--- src/design/sha256_pkg.sv ---
// Shared types, constants and functions of the SHA-256 hash engine.
package sha256_pkg;

  localparam int unsigned WordW        = 32;
  localparam int unsigned FifoDepthDef = 4;
  localparam logic [3:0]  LenPos       = 4'd14;

  localparam logic [WordW-1:0] PadWord = 32'h8000_0000;

  localparam logic [WordW-1:0] InitHash [8] = '{
    32'h6a09e667, 32'hbb67ae85, 32'h3c6ef372, 32'ha54ff53a,
    32'h510e527f, 32'h9b05688c, 32'h1f83d9ab, 32'h5be0cd19
  };

  localparam logic [WordW-1:0] RoundK [64] = '{
    32'h428a2f98, 32'h71374491, 32'hb5c0fbcf, 32'he9b5dba5,
    32'h3956c25b, 32'h59f111f1, 32'h923f82a4, 32'hab1c5ed5,
    32'hd807aa98, 32'h12835b01, 32'h243185be, 32'h550c7dc3,
    32'h72be5d74, 32'h80deb1fe, 32'h9bdc06a7, 32'hc19bf174,
    32'he49b69c1, 32'hefbe4786, 32'h0fc19dc6, 32'h240ca1cc,
    32'h2de92c6f, 32'h4a7484aa, 32'h5cb0a9dc, 32'h76f988da,
    32'h983e5152, 32'ha831c66d, 32'hb00327c8, 32'hbf597fc7,
    32'hc6e00bf3, 32'hd5a79147, 32'h06ca6351, 32'h14292967,
    32'h27b70a85, 32'h2e1b2138, 32'h4d2c6dfc, 32'h53380d13,
    32'h650a7354, 32'h766a0abb, 32'h81c2c92e, 32'h92722c85,
    32'ha2bfe8a1, 32'ha81a664b, 32'hc24b8b70, 32'hc76c51a3,
    32'hd192e819, 32'hd6990624, 32'hf40e3585, 32'h106aa070,
    32'h19a4c116, 32'h1e376c08, 32'h2748774c, 32'h34b0bcb5,
    32'h391c0cb3, 32'h4ed8aa4a, 32'h5b9cca4f, 32'h682e6ff3,
    32'h748f82ee, 32'h78a5636f, 32'h84c87814, 32'h8cc70208,
    32'h90befffa, 32'ha4506ceb, 32'hbef9a3f7, 32'hc67178f2
  };

  // One block word handed from the padding front end to the compression back end.
  typedef struct packed {
    logic [WordW-1:0] word;
    logic             start;
    logic             last;
  } blk_word_t;

  typedef enum logic [4:0] {
    FRONT_IDLE  = 5'b00001,
    FRONT_PAD80 = 5'b00010,
    FRONT_ZERO  = 5'b00100,
    FRONT_LENHI = 5'b01000,
    FRONT_LENLO = 5'b10000
  } front_state_e;

  typedef enum logic [3:0] {
    BACK_LOAD  = 4'b0001,
    BACK_ROUND = 4'b0010,
    BACK_ADD   = 4'b0100,
    BACK_EMIT  = 4'b1000
  } back_state_e;

  function automatic logic [WordW-1:0] rotr(input logic [WordW-1:0] x, input int unsigned n);
    return (x >> n) | (x << (WordW - n));
  endfunction

  function automatic logic [WordW-1:0] big_sig0(input logic [WordW-1:0] x);
    return rotr(x, 2) ^ rotr(x, 13) ^ rotr(x, 22);
  endfunction

  function automatic logic [WordW-1:0] big_sig1(input logic [WordW-1:0] x);
    return rotr(x, 6) ^ rotr(x, 11) ^ rotr(x, 25);
  endfunction

  function automatic logic [WordW-1:0] sml_sig0(input logic [WordW-1:0] x);
    return rotr(x, 7) ^ rotr(x, 18) ^ (x >> 3);
  endfunction

  function automatic logic [WordW-1:0] sml_sig1(input logic [WordW-1:0] x);
    return rotr(x, 17) ^ rotr(x, 19) ^ (x >> 10);
  endfunction

endpackage

--- src/design/sha256_if.sv ---
// Request and digest channel interfaces of the SHA-256 hash engine.
interface sha256_in_if;
  logic        valid;
  logic        ready;
  logic [31:0] message_word;
  logic [2:0]  valid_bytes;
  logic        message_start;
  logic        message_end;

  modport source (output valid, message_word, valid_bytes, message_start, message_end,
                  input ready);
  modport sink (input valid, message_word, valid_bytes, message_start, message_end,
                output ready);
endinterface

interface sha256_out_if;
  logic        valid;
  logic        ready;
  logic [31:0] digest_word;
  logic [2:0]  word_index;
  logic        last_word;

  modport source (output valid, digest_word, word_index, last_word, input ready);
  modport sink (input valid, digest_word, word_index, last_word, output ready);
endinterface

--- src/design/sha256_front.sv ---
// Front end: takes message requests, counts length and generates padded block words.
module sha256_front import sha256_pkg::*; (
  input  logic              clk_i,
  input  logic              rst_ni,
  input  logic              in_valid_i,
  output logic              in_ready_o,
  input  logic [WordW-1:0]  message_word_i,
  input  logic [2:0]        valid_bytes_i,
  input  logic              message_start_i,
  input  logic              message_end_i,
  output logic              push_o,
  output blk_word_t         push_data_o,
  input  logic              full_i
);

  front_state_e state_q, state_d;
  logic [3:0]   pos_q, pos_d;
  logic [63:0]  len_q, len_d;
  logic [3:0]   pos_base;
  logic [63:0]  len_base;
  logic [63:0]  bits;
  logic [2:0]   nbytes;
  logic [WordW-1:0] tail_word;

  assign pos_base = message_start_i ? 4'd0 : pos_q;
  assign len_base = message_start_i ? 64'd0 : len_q;
  assign nbytes   = (valid_bytes_i > 3'd4) ? 3'd4 : valid_bytes_i;
  assign bits     = len_q << 3;

  // Final word with the pad byte placed right after the counted bytes; a full four-byte word passes unchanged.
  always_comb begin
    unique case (nbytes)
      3'd0:    tail_word = PadWord;
      3'd1:    tail_word = {message_word_i[31:24], 24'h80_0000};
      3'd2:    tail_word = {message_word_i[31:16], 16'h8000};
      3'd3:    tail_word = {message_word_i[31:8], 8'h80};
      default: tail_word = message_word_i;
    endcase
  end

  always_comb begin
    state_d     = state_q;
    pos_d       = pos_q;
    len_d       = len_q;
    in_ready_o  = 1'b0;
    push_o      = 1'b0;
    push_data_o = '{word: '0, start: 1'b0, last: 1'b0};
    unique case (state_q)
      FRONT_IDLE: begin
        in_ready_o = !full_i;
        push_data_o.start = message_start_i;
        if (in_valid_i && !full_i) begin
          push_o = 1'b1;
          pos_d  = pos_base + 4'd1;
          if (message_end_i) begin
            push_data_o.word = tail_word;
            len_d   = len_base + 64'(nbytes);
            state_d = (nbytes == 3'd4) ? FRONT_PAD80 : FRONT_ZERO;
          end else begin
            push_data_o.word = message_word_i;
            len_d = len_base + 64'd4;
          end
        end
      end
      FRONT_PAD80: begin
        push_data_o.word = PadWord;
        if (!full_i) begin
          push_o  = 1'b1;
          pos_d   = pos_q + 4'd1;
          state_d = FRONT_ZERO;
        end
      end
      FRONT_ZERO: begin
        if (pos_q == LenPos) begin
          state_d = FRONT_LENHI;
        end else if (!full_i) begin
          push_o = 1'b1;
          pos_d  = pos_q + 4'd1;
        end
      end
      FRONT_LENHI: begin
        push_data_o.word = bits[63:32];
        if (!full_i) begin
          push_o  = 1'b1;
          pos_d   = pos_q + 4'd1;
          state_d = FRONT_LENLO;
        end
      end
      FRONT_LENLO: begin
        push_data_o.word = bits[31:0];
        push_data_o.last = 1'b1;
        if (!full_i) begin
          push_o  = 1'b1;
          pos_d   = 4'd0;
          len_d   = 64'd0;
          state_d = FRONT_IDLE;
        end
      end
      default: state_d = FRONT_IDLE;
    endcase
  end

  always_ff @(posedge clk_i or negedge rst_ni) begin
    if (!rst_ni) begin
      state_q <= FRONT_IDLE;
      pos_q   <= 4'd0;
      len_q   <= 64'd0;
    end else begin
      state_q <= state_d;
      pos_q   <= pos_d;
      len_q   <= len_d;
    end
  end

endmodule

--- src/design/sha256_fifo.sv ---
// Short queue of block words between the front and back ends.
module sha256_fifo import sha256_pkg::*; #(
  parameter int unsigned Depth = FifoDepthDef
) (
  input  logic      clk_i,
  input  logic      rst_ni,
  input  logic      push_i,
  input  blk_word_t push_data_i,
  output logic      full_o,
  input  logic      pop_i,
  output blk_word_t pop_data_o,
  output logic      empty_o
);

  localparam int unsigned PtrW = (Depth > 1) ? $clog2(Depth) : 1;

  blk_word_t           mem_q [Depth];
  logic [PtrW-1:0]     wr_q, rd_q;
  logic [PtrW:0]       cnt_q;

  assign full_o     = (cnt_q == (PtrW+1)'(Depth));
  assign empty_o    = (cnt_q == '0);
  assign pop_data_o = mem_q[rd_q];

  always_ff @(posedge clk_i) begin
    if (push_i) begin
      mem_q[wr_q] <= push_data_i;
    end
  end

  always_ff @(posedge clk_i or negedge rst_ni) begin
    if (!rst_ni) begin
      wr_q  <= '0;
      rd_q  <= '0;
      cnt_q <= '0;
    end else begin
      if (push_i) begin
        wr_q <= (wr_q == PtrW'(Depth - 1)) ? '0 : wr_q + 1'b1;
      end
      if (pop_i) begin
        rd_q <= (rd_q == PtrW'(Depth - 1)) ? '0 : rd_q + 1'b1;
      end
      if (push_i && !pop_i) begin
        cnt_q <= cnt_q + 1'b1;
      end else if (pop_i && !push_i) begin
        cnt_q <= cnt_q - 1'b1;
      end
    end
  end

endmodule

--- src/design/sha256_back.sv ---
// Back end: collects block words, runs 64 compression rounds, emits the digest.
module sha256_back import sha256_pkg::*; (
  input  logic             clk_i,
  input  logic             rst_ni,
  input  logic             empty_i,
  input  blk_word_t        pop_data_i,
  output logic             pop_o,
  output logic             out_valid_o,
  input  logic             out_ready_i,
  output logic [WordW-1:0] digest_word_o,
  output logic [2:0]       word_index_o,
  output logic             last_word_o
);

  back_state_e      state_q, state_d;
  logic [3:0]       cnt_q;
  logic [3:0]       cnt_base;
  logic [5:0]       rnd_q;
  logic [2:0]       idx_q;
  logic             final_q;
  logic [WordW-1:0] hash_q [8];
  logic [WordW-1:0] var_q  [8];
  logic [WordW-1:0] win_q  [16];
  logic             ov_q;
  logic [WordW-1:0] od_q;
  logic [2:0]       oi_q;
  logic             ol_q;
  logic             emit_go;
  logic [WordW-1:0] ws, t1, t2, ch, maj;

  assign pop_o    = (state_q == BACK_LOAD) && !empty_i;
  assign cnt_base = pop_data_i.start ? 4'd0 : cnt_q;
  assign emit_go  = (state_q == BACK_EMIT) && (!ov_q || out_ready_i);

  // Next schedule word from the sliding sixteen-word window.
  assign ws  = win_q[0] + sml_sig0(win_q[1]) + win_q[9] + sml_sig1(win_q[14]);
  assign ch  = (var_q[4] & var_q[5]) ^ (~var_q[4] & var_q[6]);
  assign maj = (var_q[0] & var_q[1]) ^ (var_q[0] & var_q[2]) ^ (var_q[1] & var_q[2]);
  assign t1  = var_q[7] + big_sig1(var_q[4]) + ch + RoundK[rnd_q] + win_q[0];
  assign t2  = big_sig0(var_q[0]) + maj;

  always_comb begin
    state_d = state_q;
    unique case (state_q)
      BACK_LOAD:  if (pop_o && cnt_base == 4'd15) state_d = BACK_ROUND;
      BACK_ROUND: if (rnd_q == 6'd63) state_d = BACK_ADD;
      BACK_ADD:   state_d = final_q ? BACK_EMIT : BACK_LOAD;
      BACK_EMIT:  if (emit_go && idx_q == 3'd7) state_d = BACK_LOAD;
      default:    state_d = BACK_LOAD;
    endcase
  end

  always_ff @(posedge clk_i or negedge rst_ni) begin
    if (!rst_ni) begin
      state_q <= BACK_LOAD;
      cnt_q   <= 4'd0;
      rnd_q   <= 6'd0;
      idx_q   <= 3'd0;
      final_q <= 1'b0;
      ov_q    <= 1'b0;
      hash_q  <= InitHash;
    end else begin
      state_q <= state_d;
      // A new word loads the output register; otherwise it empties once taken.
      ov_q    <= emit_go | (ov_q & ~out_ready_i);
      unique case (state_q)
        BACK_LOAD: begin
          if (pop_o) begin
            cnt_q   <= cnt_base + 4'd1;
            final_q <= pop_data_i.last;
            rnd_q   <= 6'd0;
            if (pop_data_i.start) begin
              hash_q <= InitHash;
            end
          end
        end
        BACK_ROUND: rnd_q <= rnd_q + 6'd1;
        BACK_ADD: begin
          idx_q <= 3'd0;
          for (int i = 0; i < 8; i++) begin
            hash_q[i] <= hash_q[i] + var_q[i];
          end
        end
        BACK_EMIT: begin
          if (emit_go) begin
            idx_q <= idx_q + 3'd1;
            if (idx_q == 3'd7) begin
              hash_q <= InitHash;
            end
          end
        end
        default: ;
      endcase
    end
  end

  always_ff @(posedge clk_i) begin
    if (pop_o) begin
      for (int i = 0; i < 15; i++) begin
        win_q[i] <= win_q[i+1];
      end
      win_q[15] <= pop_data_i.word;
      if (cnt_base == 4'd15) begin
        var_q <= hash_q;
      end
    end else if (state_q == BACK_ROUND) begin
      for (int i = 0; i < 15; i++) begin
        win_q[i] <= win_q[i+1];
      end
      win_q[15] <= ws;
      var_q[7] <= var_q[6];
      var_q[6] <= var_q[5];
      var_q[5] <= var_q[4];
      var_q[4] <= var_q[3] + t1;
      var_q[3] <= var_q[2];
      var_q[2] <= var_q[1];
      var_q[1] <= var_q[0];
      var_q[0] <= t1 + t2;
    end
    if (emit_go) begin
      od_q <= hash_q[idx_q];
      oi_q <= idx_q;
      ol_q <= (idx_q == 3'd7);
    end
  end

  assign out_valid_o   = ov_q;
  assign digest_word_o = od_q;
  assign word_index_o  = oi_q;
  assign last_word_o   = ol_q;

endmodule

--- src/design/sha256_hash_engine.sv ---
// Top level of the streaming SHA-256 hash engine.
//
// Usage: each request on in_i carries one big-endian 32-bit message word, a
// start flag that begins a new message, an end flag on the final word and the
// count of valid bytes on that final word. After the final word the block
// sends the eight digest words on out_o, most significant first, with
// word_index 0..7 and last_word set on the eighth.
// Throughput: the front end takes one request per cycle while its queue has
// room and it is not padding. The back end loads 16 words and then runs one
// compression round per cycle; the single round unit limits the throughput.
// At reset the chaining value holds the standard initial hash and the length
// count is zero. When the receiver stalls, the digest word holds in its output
// register, the back end stops, the queue fills and the front end lowers ready.
module sha256_hash_engine import sha256_pkg::*; #(
  parameter int unsigned FifoDepth = FifoDepthDef
) (
  input  logic clk_i,
  input  logic rst_ni,
  sha256_in_if.sink    in_i,
  sha256_out_if.source out_o
);

  logic      push, full, pop, empty;
  blk_word_t push_data, pop_data;

  sha256_front u_front (
    .clk_i           (clk_i),
    .rst_ni          (rst_ni),
    .in_valid_i      (in_i.valid),
    .in_ready_o      (in_i.ready),
    .message_word_i  (in_i.message_word),
    .valid_bytes_i   (in_i.valid_bytes),
    .message_start_i (in_i.message_start),
    .message_end_i   (in_i.message_end),
    .push_o          (push),
    .push_data_o     (push_data),
    .full_i          (full)
  );

  sha256_fifo #(.Depth(FifoDepth)) u_fifo (
    .clk_i       (clk_i),
    .rst_ni      (rst_ni),
    .push_i      (push),
    .push_data_i (push_data),
    .full_o      (full),
    .pop_i       (pop),
    .pop_data_o  (pop_data),
    .empty_o     (empty)
  );

  sha256_back u_back (
    .clk_i         (clk_i),
    .rst_ni        (rst_ni),
    .empty_i       (empty),
    .pop_data_i    (pop_data),
    .pop_o         (pop),
    .out_valid_o   (out_o.valid),
    .out_ready_i   (out_o.ready),
    .digest_word_o (out_o.digest_word),
    .word_index_o  (out_o.word_index),
    .last_word_o   (out_o.last_word)
  );

`ifndef ASSERT_OFF
  // The front end never writes into a full queue.
  assert property (@(posedge clk_i) disable iff (!rst_ni) push |-> !full)
    else $error("push into full queue");

  // The back end never takes from an empty queue.
  assert property (@(posedge clk_i) disable iff (!rst_ni) pop |-> !empty)
    else $error("pop from empty queue");

  // The eighth digest word, and only it, is flagged last.
  assert property (@(posedge clk_i) disable iff (!rst_ni)
    out_o.valid |-> (out_o.last_word == (out_o.word_index == 3'd7)))
    else $error("last_word does not match word_index");

  // After a final request the front end is busy padding.
  assert property (@(posedge clk_i) disable iff (!rst_ni)
    (in_i.valid && in_i.ready && in_i.message_end) |=> !in_i.ready)
    else $error("request taken during padding");
`endif

endmodule
--- src/flat_wrapper.sv ---
// flat-port wrapper written by rule: the top's interface ports become plain ports
module sha256_hash_engine_flat import sha256_pkg::*;
#(
  parameter int unsigned FifoDepth = FifoDepthDef
)
  (clk_i, rst_ni, in_i_valid, in_i_message_word, in_i_valid_bytes, in_i_message_start, in_i_message_end, in_i_ready, out_o_valid, out_o_digest_word, out_o_word_index, out_o_last_word, out_o_ready);
  sha256_in_if in_i_i ();
  sha256_out_if out_o_i ();
  input  logic clk_i;
  input  logic rst_ni;
  input wire logic [$bits(in_i_i.valid)-1:0] in_i_valid;
  input wire logic [$bits(in_i_i.message_word)-1:0] in_i_message_word;
  input wire logic [$bits(in_i_i.valid_bytes)-1:0] in_i_valid_bytes;
  input wire logic [$bits(in_i_i.message_start)-1:0] in_i_message_start;
  input wire logic [$bits(in_i_i.message_end)-1:0] in_i_message_end;
  output wire logic [$bits(in_i_i.ready)-1:0] in_i_ready;
  output wire logic [$bits(out_o_i.valid)-1:0] out_o_valid;
  output wire logic [$bits(out_o_i.digest_word)-1:0] out_o_digest_word;
  output wire logic [$bits(out_o_i.word_index)-1:0] out_o_word_index;
  output wire logic [$bits(out_o_i.last_word)-1:0] out_o_last_word;
  input wire logic [$bits(out_o_i.ready)-1:0] out_o_ready;
  assign in_i_i.valid = in_i_valid;
  assign in_i_i.message_word = in_i_message_word;
  assign in_i_i.valid_bytes = in_i_valid_bytes;
  assign in_i_i.message_start = in_i_message_start;
  assign in_i_i.message_end = in_i_message_end;
  assign in_i_ready = in_i_i.ready;
  assign out_o_valid = out_o_i.valid;
  assign out_o_digest_word = out_o_i.digest_word;
  assign out_o_word_index = out_o_i.word_index;
  assign out_o_last_word = out_o_i.last_word;
  assign out_o_i.ready = out_o_ready;
  sha256_hash_engine #(.FifoDepth(FifoDepth)) u_core (.clk_i(clk_i), .rst_ni(rst_ni), .in_i(in_i_i), .out_o(out_o_i));
endmodule
--- config.mk ---
export PLATFORM = sky130hd
export DESIGN_NAME = sha256_hash_engine_flat
export DESIGN_NICKNAME = d
export VERILOG_FILES = /design/src/design/sha256_pkg.sv /design/src/design/sha256_if.sv /design/src/design/sha256_front.sv /design/src/design/sha256_fifo.sv /design/src/design/sha256_back.sv /design/src/design/sha256_hash_engine.sv /design/src/flat_wrapper.sv
export SDC_FILE = /design/constraint.sdc
export NUM_CORES = 2
export LEC_CHECK = 0
export BUFFER_PORTS_ARGS = -buffer_cell sky130_fd_sc_hd__buf_2
export CORE_AREA = 2 2 422 424
export CTS_CLUSTER_SIZE = 14
export DETAILED_ROUTE_END_ITERATION = 8
export DIE_AREA = 0 0 424 426
export PLACE_DENSITY_LB_ADDON = 0.05
export SETUP_SLACK_MARGIN = 0.02
export SKIP_CTS_REPAIR_TIMING = 1
export SYNTH_ARGS = -nofsm -noshare
export SYNTH_HDL_FRONTEND = slang
export SYNTH_SLANG_ARGS = --single-unit
--- constraint.sdc ---
create_clock -name clk_i -period 11.3 [get_ports clk_i]
set_input_delay 1.695 -clock clk_i [delete_from_list [all_inputs] [get_ports clk_i]]
set_output_delay 1.695 -clock clk_i [all_outputs]
set_load 0.05 [all_outputs]
==> impl_metrics.tcl <==
set metrics [dict create \
    outcome "complete, no violations" \
    crit_start "u_core.u_back.rnd_q[0]" \
    die_area_mm2 0.1806 \
    vias 56590 \
    final_antenna_net_count 0 \
    critical_path.max_stage_delay_ps 650 \
    setup_violations 0 \
    finalHoldViolations 0 \
    cts_sinks 1292 \
    syn_inst 7155 \
    netlist_area_mm2 0.07705 \
    grt_pass1_wl_mm 376.0 \
    clockBufferDepth 3 \
    intPower_w 0.01662 \
    synth-async-reset-ratio 0.2724 \
    synth_warnings 0 \
    worst-path-max-fanout 15 \
    synth-seq-area-share 0.4829 \
    tightest_slew_ps 1206 \
    coreArea_mm2 0.1757 \
    use_met2 0.4039 \
    pin_count 79 \
    drt_first_pass_iters 7 \
    cp_common_cell "a21oi_1" \
    grt_antenna_before_repair 14 \
    synth_ff_type "edfxtp_1" \
    holdCritStartpoint "u_core.u_back.win_q[1][92]" \
    die_h_um 426 \
    worstSetupPathType "register to register" \
    crit_slowest_cell "dfrtp_1" \
    cts_buffers 151 \
    power.leakage_nw 34.75 \
    rsz0062_at_grt "false" \
    grt_max_degree 136 \
    post-route-period-util 0.8611 \
    seqPwrFrac 0.256 \
    worst_setup_path_end_kind "register" \
    syn_to_final_growth_pct 10.45 \
    ys_types 94 \
    place_hpwl_mm 188.3 \
    irDropWorstVdd_v 0.0006553 \
    synth_edf_count 940 \
    gr-usage-met3 0.04133 \
    hold_ws_ps 403.0 \
    wl_per_cell_um 26.79 \
    synthesis.nets 7797 \
    grt_usage 0.2822 \
    path_clk_slew_ps 60 \
    worst_hold_path.num_cells 0 \
    num_rows 154 \
    cp.arrival_ps 10240 \
    worst_setup_path_start_kind "register" \
    first_iter_violations 6014 \
    r2r-start "u_core.u_back.rnd_q[0]" \
    grt_pass1_vias 54010 \
    finalClockSkew_ps 49.43 \
    worst_skew_pair.late_latency_ps 820 \
    pre_cts_slack_ps 1816 \
    tns_ps 0 \
    start_util 0.4385 \
    vias_per_cell 5.890 \
    final_cell_mix "nand2_1 (1022), edfxtp_1 (940), a21oi_1 (549), o21ai_0 (484), nor2_1 (433)" \
    slew_violations 0 \
    syn_area_per_cell_um2 10.77 \
    setup_ws_ps 1569 \
    cts_tree "yes" \
    clockPowerShare 0.169 \
    root_buffer "clkbuf_16" \
    p_sw_frac 0.4551 \
    post-route-drc-count 0 \
    layout_commonest_cell "nand2_1" \
    io_buffer_count 78 \
    drive_above_1_share 0.09963 \
    maxCapViolations 0 \
    ys_seq_elements 1292 \
    ff2ff_path_depth 40 \
    htree_levels 4 \
    final_net_count 7783 \
    fmax_mhz 102.8 \
    wl_mm 257.4 \
    r2r_slack_ps 1570 \
    utilization 0.4843 \
    slew_headroom 0.1941 \
    gp_congestion 0.9520 \
    grt_busiest_layer "met1" \
    p_switching_w 0.01388 \
    r2r_end "u_core.u_back.var_q[255]" \
    layout_min_cycle_time_ps 9731 \
    grt_use_met1 0.4408 \
    required_ps 11810 \
    p_comb_frac 0.575 \
    hp-class "register to register" \
    power_w 0.03050 \
    hold_end "u_core.u_back.win_q[1][60]" \
    grt_overflow 0 \
    p_per_area_mw_per_mm2 358.4 \
    chipWidth_um 424 \
]
-- layer usage --
layer / up-vias / wire length [um]
met1: 28640 / 125400
met2: 1932 / 108200
met3: 331 / 16730
met5: - / 29
li1: 25680 / -
met4: 4 / 7026
-- layout make-up --
cell class / count / area (um^2)
clock inverters: 93 / 1202
clock buffers: 186 / 3970
repair buffers: 152 / 1044
flip-flops and latches: 1292 / 37220
fillers: 16130 / 90630
inverters: 416 / 1573
multi-input cells: 5128 / 37160
well taps: 2340 / 2928
diodes: 1 / 2.502
-- logic make-up after synthesis --
logic type / Yosys count / synth area share
simple gates: 1971 / 0.1114
compound gates: 1794 / 0.1457
flops: 1292 / 0.4829
buf+inv: 735 / 0.03594
fa+ha+maj: 603 / 0.1170
xor+xnor: 582 / 0.06615
mux: 178 / 0.04084
-- synth_stat cells, types with 42 or more instances --
cell type / count / area, um^2
a211oi_1: 52 / 390.4
a21o_1: 202 / 1516
a21oi_1: 549 / 2748
a31oi_1: 66 / 412.9
and3_1: 55 / 344.1
clkbuf_1: 291 / 1092
dfrtp_1: 214 / 5355
dfstp_2: 138 / 3626
edfxtp_1: 940 / 28230
fa_1: 197 / 3944
ha_1: 404 / 5055
inv_1: 411 / 1543
mux4_2: 105 / 2365
nand2_1: 1024 / 3844
nand2b_1: 63 / 394.1
nand3_1: 90 / 450.4
nor2_1: 434 / 1629
nor2b_1: 55 / 344.1
nor3_1: 80 / 400.4
o21a_1: 42 / 315.3
o21ai_0: 484 / 2422
o21bai_1: 49 / 367.9
xnor2_1: 356 / 3118
xor2_1: 226 / 1979
-- how the worst max path moves through the flow --
stage	endpoint	slack [ps]	cells past startpoint
2_1_floorplan	u_core.u_back.win_q[0][0]	1930	4
4_1_cts	u_core.u_back.var_q[255]	1790	41
3_5_place_dp	u_core.u_back.var_q[255]	1820	41
6_report	u_core.u_back.var_q[255]	1570	40
3_3_place_gp	u_core.u_back.var_q[255]	1910	41
5_1_grt	u_core.u_back.var_q[255]	1040	41
-- worst max-delay path, delay by kind of cell (launching register included) --
kind | cells | cell delay (ps)
AO/OA/AOI/OAI | 20 | 4190
XOR/XNOR | 2 | 360
flip-flops | 1 | 650
buffers and inverters | 7 | 1100
adder cells (fa/ha/maj) | 7 | 2510
AND/OR/NAND/NOR | 4 | 620
-- metrics by stage --
stage | instance area [um^2] | cells
after CTS | 85100 | 9607
final | 85100 | 9608
after floorplan | 77060 | 7155
after global placement | 79930 | 9328
after detailed placement | 79930 | 9328
after global routing | 85100 | 9607
-- registers in the layout, summed over array words and instances (netlist names), 3 cells and up --
register and flops:
u_core.u_back.idx_q 3, u_core.u_fifo.mem_q 136, u_core.u_front.state_q 5, u_core.u_fifo.cnt_q 3
u_core.u_back.digest_word_o 32, u_core.u_front.pos_q 4, u_core.u_back.hash_q 256, u_core.u_back.win_q 512
u_core.u_front.len_q 61, u_core.u_back.rnd_q 6, u_core.u_back.cnt_q 4, u_core.u_back.var_q 256
u_core.u_back.state_q 4, u_core.u_back.word_index_o 3
-- power by group through the flow --
stage                     registers (W)  logic (W)  clock network (W)
after detailed placement        0.00790     0.0172                  0
after global routing            0.00793     0.0192            0.00543
after CTS                       0.00782     0.0173            0.00525
final                           0.00782     0.0175            0.00515
after floorplan                 0.00757     0.0122                  0
after global placement          0.00787     0.0171                  0
Power figures use the tool's default switching activity.
